**src/rtl/pn3_pkg.sv**
```systemverilog
// Shared types, constants and the gradient function for the 3D noise block.
package pn3_pkg;

	typedef enum logic {
		OP_WRITE = 1'b0,
		OP_EVAL  = 1'b1
	} op_t;

	localparam int COORD_W = 24;
	localparam int TBL_DEPTH = 256;
	localparam int TBL_AW = 8;
	localparam int TBL_DW = 8;
	localparam int FRAC_W = 16;
	localparam int OFS_W = 18;
	localparam int SLOPE_W = 19;
	localparam int EASE_W = 17;
	localparam int VAL_W = 20;
	localparam int DIFF_W = VAL_W + 1;
	localparam int PROD_W = EASE_W + 1 + DIFF_W;
	localparam int OUT_W = 16;

	typedef struct packed {
		logic              en;
		logic [TBL_AW-1:0] addr;
		logic [TBL_DW-1:0] data;
	} tbl_wr_t;

	// Improved noise gradient: picks two of the three offsets by the low hash
	// nibble and negates each according to its sign bits.
	function automatic logic signed [SLOPE_W-1:0] slope(
		input logic [TBL_DW-1:0] hash,
		input logic signed [OFS_W-1:0] dx,
		input logic signed [OFS_W-1:0] dy,
		input logic signed [OFS_W-1:0] dz
	);
		logic [3:0] h;
		logic signed [SLOPE_W-1:0] p;
		logic signed [SLOPE_W-1:0] q;
		h = hash[3:0];
		p = (h < 4'd8) ? SLOPE_W'(dx) : SLOPE_W'(dy);
		if (h < 4'd4) begin
			q = SLOPE_W'(dy);
		end else if (h == 4'd12 || h == 4'd14) begin
			q = SLOPE_W'(dx);
		end else begin
			q = SLOPE_W'(dz);
		end
		if (h[0]) begin
			p = -p;
		end
		if (h[1]) begin
			q = -q;
		end
		return p + q;
	endfunction

endpackage

```
**src/rtl/pn3_fade.sv**
```systemverilog
// Three-stage pipelined quintic fade curve on a Q0.16 fraction.
module pn3_fade (
	input  logic                          clk,
	input  logic [pn3_pkg::FRAC_W-1:0]    t,
	output logic [pn3_pkg::EASE_W-1:0]    ease
);

	logic [31:0] tt_s2;
	logic [15:0] t_s2;
	logic [15:0] cube_s3;
	logic [20:0] quad_s3;
	logic [pn3_pkg::EASE_W-1:0] ease_s4;

	always_ff @(posedge clk) begin
		tt_s2   <= 32'(t) * 32'(t);
		t_s2    <= t;
		cube_s3 <= 16'((32'(tt_s2[31:16]) * 32'(t_s2)) >> 16);
		// The quadratic 6t^2 - 15t + 10 in Q.16; the linear terms are exact.
		quad_s3 <= 21'(((35'(tt_s2) * 35'd6) >> 16) + 35'd655360 - 35'(t_s2) * 35'd15);
		ease_s4 <= pn3_pkg::EASE_W'((37'(cube_s3) * 37'(quad_s3)) >> 16);
	end

	assign ease = ease_s4;

endmodule

```
**config.mk**
```make
export PLATFORM = sky130hd
export DESIGN_NAME = pn3_fade
export DESIGN_NICKNAME = d
export VERILOG_FILES = /design/src/rtl/pn3_pkg.sv /design/src/rtl/pn3_fade.sv
export SDC_FILE = /design/constraint.sdc
export NUM_CORES = 2
export LEC_CHECK = 0
export ABC_AREA = 0
export ABC_CLOCK_PERIOD_IN_PS = 14000
export BUFFER_PORTS_ARGS = -buffer_cell sky130_fd_sc_hd__buf_2
export CORE_UTILIZATION = 40
export DETAILED_ROUTE_END_ITERATION = 10
export PLACE_DENSITY = 0.61
export SLEW_MARGIN = 40
export SYNTH_ARGS = -nofsm -noshare
export SYNTH_HDL_FRONTEND = slang
export SYNTH_SLANG_ARGS = --single-unit
```
**constraint.sdc**
```tcl
create_clock -name clk -period 14 [get_ports clk]
set_clock_uncertainty 0.15 [all_clocks]
set_input_delay 3.5 -clock clk [delete_from_list [all_inputs] [get_ports clk]]
set_output_delay 3.5 -clock clk [all_outputs]
set_load 0.01 [all_outputs]
```
# Word level (Yosys, flattened, before mapping)
# Index checks and enable logic that the tools add are counted.
totals:
  output_inout_bits: 17
  ff_bits: 102
  inputBits: 17
  word_cells: 12
op_classes:
  n_mul: 5
  addsub: 2
op_table:
  columns: ["operator", "count"]
  rows:
  - ["16-bit by 16-bit multiplier with 32-bit output", 2]
  - ["32-bit by 2-bit multiplier with 34-bit output, second input constant", 1]
  - ["16-bit by 21-bit multiplier with 33-bit output", 1]
  - ["19-bit by 20-bit adder with 21-bit output, second input constant", 1]
  - ["21-bit by 20-bit subtractor with 21-bit output", 1]
  - ["16-bit by 4-bit multiplier with 20-bit output, second input constant", 1]

# Depth between registers and ports, before layout
logic_depth:
  ltp_word: 3
  depth_mapped: 30
  mapped_depth_nobuf: 30

# Worst setup path before layout
# Ideal clock, no wire load.
synth_timing:
  path_kind: "input -> register"
  from: "input port t[3] (netlist bit)"
  to: "register tt_s2[21]"
  n_path_buf: 1
  setup_time_ns: 0.127
  setup_slack_ns: 4.673
  required_ns: 13.723
  cell_stages: 23
  arrival_time_ns: 9.049
  cell_sequence: "clkbuf_1 nand2_1 inv_1 fa_1 inv_1 fa_1 inv_1 fa_1 inv_1 fa_1 inv_1 fa_1 fa_1 ha_1 and2_1 o21ai_0 nor4b_1 a21oi_1 a21oi_1 o21ai_0 a2111oi_0 nor3_1 xor2_1"
synth_between:
  elab_chain_cells: 1
synth_lines:
  columns: ["element", "line_no", "text"]
  rows:
  - ["start, declared", "pn3_fade.sv:4", "input logic [pn3_pkg::FRAC_W-1:0] t,"]
  - ["16-bit by 16-bit multiplier with 32-bit output", "pn3_fade.sv:15", "tt_s2 <= 32'(t) * 32'(t);"]
  - ["end signal, assigned", "pn3_fade.sv:15", null]
  - ["end, declared", "pn3_fade.sv:8", "logic [31:0] tt_s2;"]
# No other way between the ends.

# Final worst setup path
layout_timing:
  from: "input port t[2] (netlist bit)"
  to: "register tt_s2[31]"
# Same word-level chain as after synthesis.

==> summary.txt <==
Setup crit start -> t[2]
first drt pass iteration count -> 5
Cells after DPL -> 4189
Reg clk slew, reported paths -> 80 ps
#FFs+latches synth -> 100
GPL Wtd Cong -> 0.836
Post-synth top flop -> dfxtp_1
HP Start -> t_s2[0]
crit-path max FO -> 18
port bufs -> 33
pin count of the biggest net entering global routing -> 22
CP Class -> primary input to flip-flop
Period Utilization, post-route -> 68.0%
gr ovfl total -> 0
Final Cell Area -> 31500 sq um
TritonCTS Buffers -> 9
final slew viol count -> 0
Final ANT Viol Nets -> 0
Root Buffer -> clkbuf_16
Core Box Area -> 74300 sq um
# H-tree levels -> 3
Starting Density -> 40.4%
status -> finished, final reports clean
RSZ-0062 raised after global routing -> false
Total Neg Setup Slack -> 0 ps
Yosys cell types -> 57
worst-margin pin slew -> 903 ps
area grow syn2layout -> 4.95%
Rel. slew slack -> 39.7%
R2R Path Start -> quad_s3[11]
asr flop ratio synth -> 0%
num rows -> 100
GRT Resource Usage Total -> 18.1%
WP data arrival -> 9700 ps
vias in the first global route -> 21772
CTS tree -> built
Max-cap violations -> 0
CP Launch Type -> primary input
Setup WS pre-CTS -> 4070 ps
PnR worst setup slack -> 4490 ps
fmax -> 0.105 GHz
Longest Clk Path Bufs -> 2
Mean Syn Cell Area -> 9.18 sq um
Worst-Skew Late Latency -> 400 ps
routed vias/inst -> 4.79
WL/cell -> 15.2 um
Total Wirelength -> 64100 um
hold depth -> 3
DIE AREA -> 76200 sq um
Die H -> 276 um
Post-Syn Instances -> 3272
first-pass GRT wire length -> 110000 um
crit end category -> flip-flop
cts repair resizes -> 0
Residual DRC -> 0
WP data required -> 14180 ps
Clock Sink Count -> 100
area occupied by multi-input gates -> 24500 sq um
FF+latch area -> 2030 sq um
Seq/Total Area, Yosys -> 6.67%
placed cell areas -> 31200 sq um
FILL cells -> 7386
Worst Reg-to-Reg Cells -> 22
layout cell share with drive strength beyond 1 -> 3.52%
total number of vias -> 20126
synthesized area -> 30000 sq um
Tightest Hold Check Type -> flip-flop to flip-flop
Post-synth EDFFs -> 0
Die W -> 276 um
DPL Wire Length -> 52200 um
Period minus WS final -> 9510 ps
YS warnings -> 0
syn_nets -> 4310
Top Ports -> 34
setup repair bufs after CTS -> 0
Post-Layout Cell Count -> 4206
hold-fix buffers at CTS -> 0
Fin. Hold Viols -> 0
antenna violations before repair -> 0
final setup fails -> 0
nets@finish -> 4269
1st-iter DRT viols -> 879
-- cells in the mapped netlist, drive strengths merged, types with 8 or more instances --
master | instances | area, sq um
inv | 842 | 3160
fa | 661 | 13200
nand2 | 392 | 1470
ha | 360 | 4500
and2 | 324 | 2030
clkbuf | 103 | 387
dfxtp | 100 | 2000
a21oi | 71 | 355
nor2 | 71 | 267
xnor2 | 68 | 596
o21ai | 48 | 248
xor2 | 39 | 342
a21o | 29 | 218
nor2b | 17 | 106
o21a | 16 | 120
nor3 | 15 | 75.1
nand3 | 12 | 60.1
nand2b | 10 | 62.6
a2111oi | 9 | 91.3
nand4 | 8 | 50.1
o211ai | 8 | 65.1
or2 | 8 | 50.1
-- state kept, by name, summed over array words and instances, names as in the netlist --
register  flops
cube_s3      16
ease         17
quad_s3      21
t_s2         16
tt_s2        30
-- stage by stage --
stage / util (%) / hold WS [ps]
floorplan: - / 543
global placement: 41.9 / 866
detailed placement: 41.9 / 849
CTS: 42.4 / 881
global route: 42.4 / 734
finish: 42.4 / 693
-- cell usage in the layout, fill, tap and decap left out, types with 3 or more instances in the layout --
master     netlist  routed
ha_1           360     360
nor2_1          71      71
o31a_1           3       3
a211oi_1         4       4
xor2_1          39      39
clkbuf_16        0       9
o21ai_0         43      43
a2111oi_0        7       7
and3_1           6       6
xnor2_1         68      68
o21ai_1          3       3
buf_2            0      33
nand2_1        392     392
o21a_1          16      16
nor2b_1         17      17
a21boi_0         5       5
nor3_1          15      15
and2_1         324     324
a31oi_1          5       5
buf_4            0      18
nand3_1         12      12
o31ai_1          4       4
dfxtp_2          0      25
inv_1          842     842
or2_2            8       8
nand2b_1        10      10
dfxtp_1        100      75
nand4_1          8       8
fa_1           661     661
o211ai_1         7       7
o21bai_1         7       7
a21oi_1         71      71
a21o_1          29      29
-- worst max-delay path, stage by stage --
cell,delay (ps)
buf_2,210
and2_1,230
fa_1,500
inv_1,50
fa_1,520
inv_1,50
fa_1,490
inv_1,50
fa_1,520
inv_1,50
fa_1,490
fa_1,420
ha_1,360
and2_1,180
o21ai_0,190
nor4b_1,480
a211oi_1,200
o31a_1,330
o21ai_1,200
a21oi_1,150
or4_1,420
nand3_1,90
-- routing by layer --
| layer | vias to the layer above | GRT usage, % | share of wire [%] |
|---|---|---|---|
| li1 | 9555 | - | - |
| met3 | 45 | 2.53 | 4.5 |
| met2 | 380 | 29.8 | 46 |
| met5 | - | 0 | 0 |
| met4 | 0 | 3.43 | 1.3 |
| met1 | 10146 | 25.5 | 48 |
-- logic make-up after synthesis --
group / Yosys count / synth area share [%]
DFF: 100 / 6.67
and+or+nand+nor: 874 / 14.3
xor gates and xnor gates: 107 / 3.12
muxes: 1 / 0.0375
buffers and inverters: 945 / 11.8
AOI/OAI and AO/OA: 224 / 5.00
adders and majority gates: 1021 / 59.1
-- cell type report --
type	instances	area share, %
tap	969	3.85
clock buffer	10	0.727
timing repair buffer	51	0.953
sequential	100	6.45
inverter	842	10.0
antenna	1	0.00794
multi-input combinational	2227	77.7
clock inverter	6	0.306
-- worst paths after layout --
| check | slack (ps) | end |
|---|---|---|
| setup / recovery | 4490 | tt_s2[31] |
| hold reg to reg | 690 | quad_s3[0] |
| setup reg to reg | 6460 | ease[15] |
| hold / removal | 690 | quad_s3[0] |
Power is left out: the tool's default activity adds up to more than one toggle a clock period on the data nets, which glitch-free logic cannot reach.
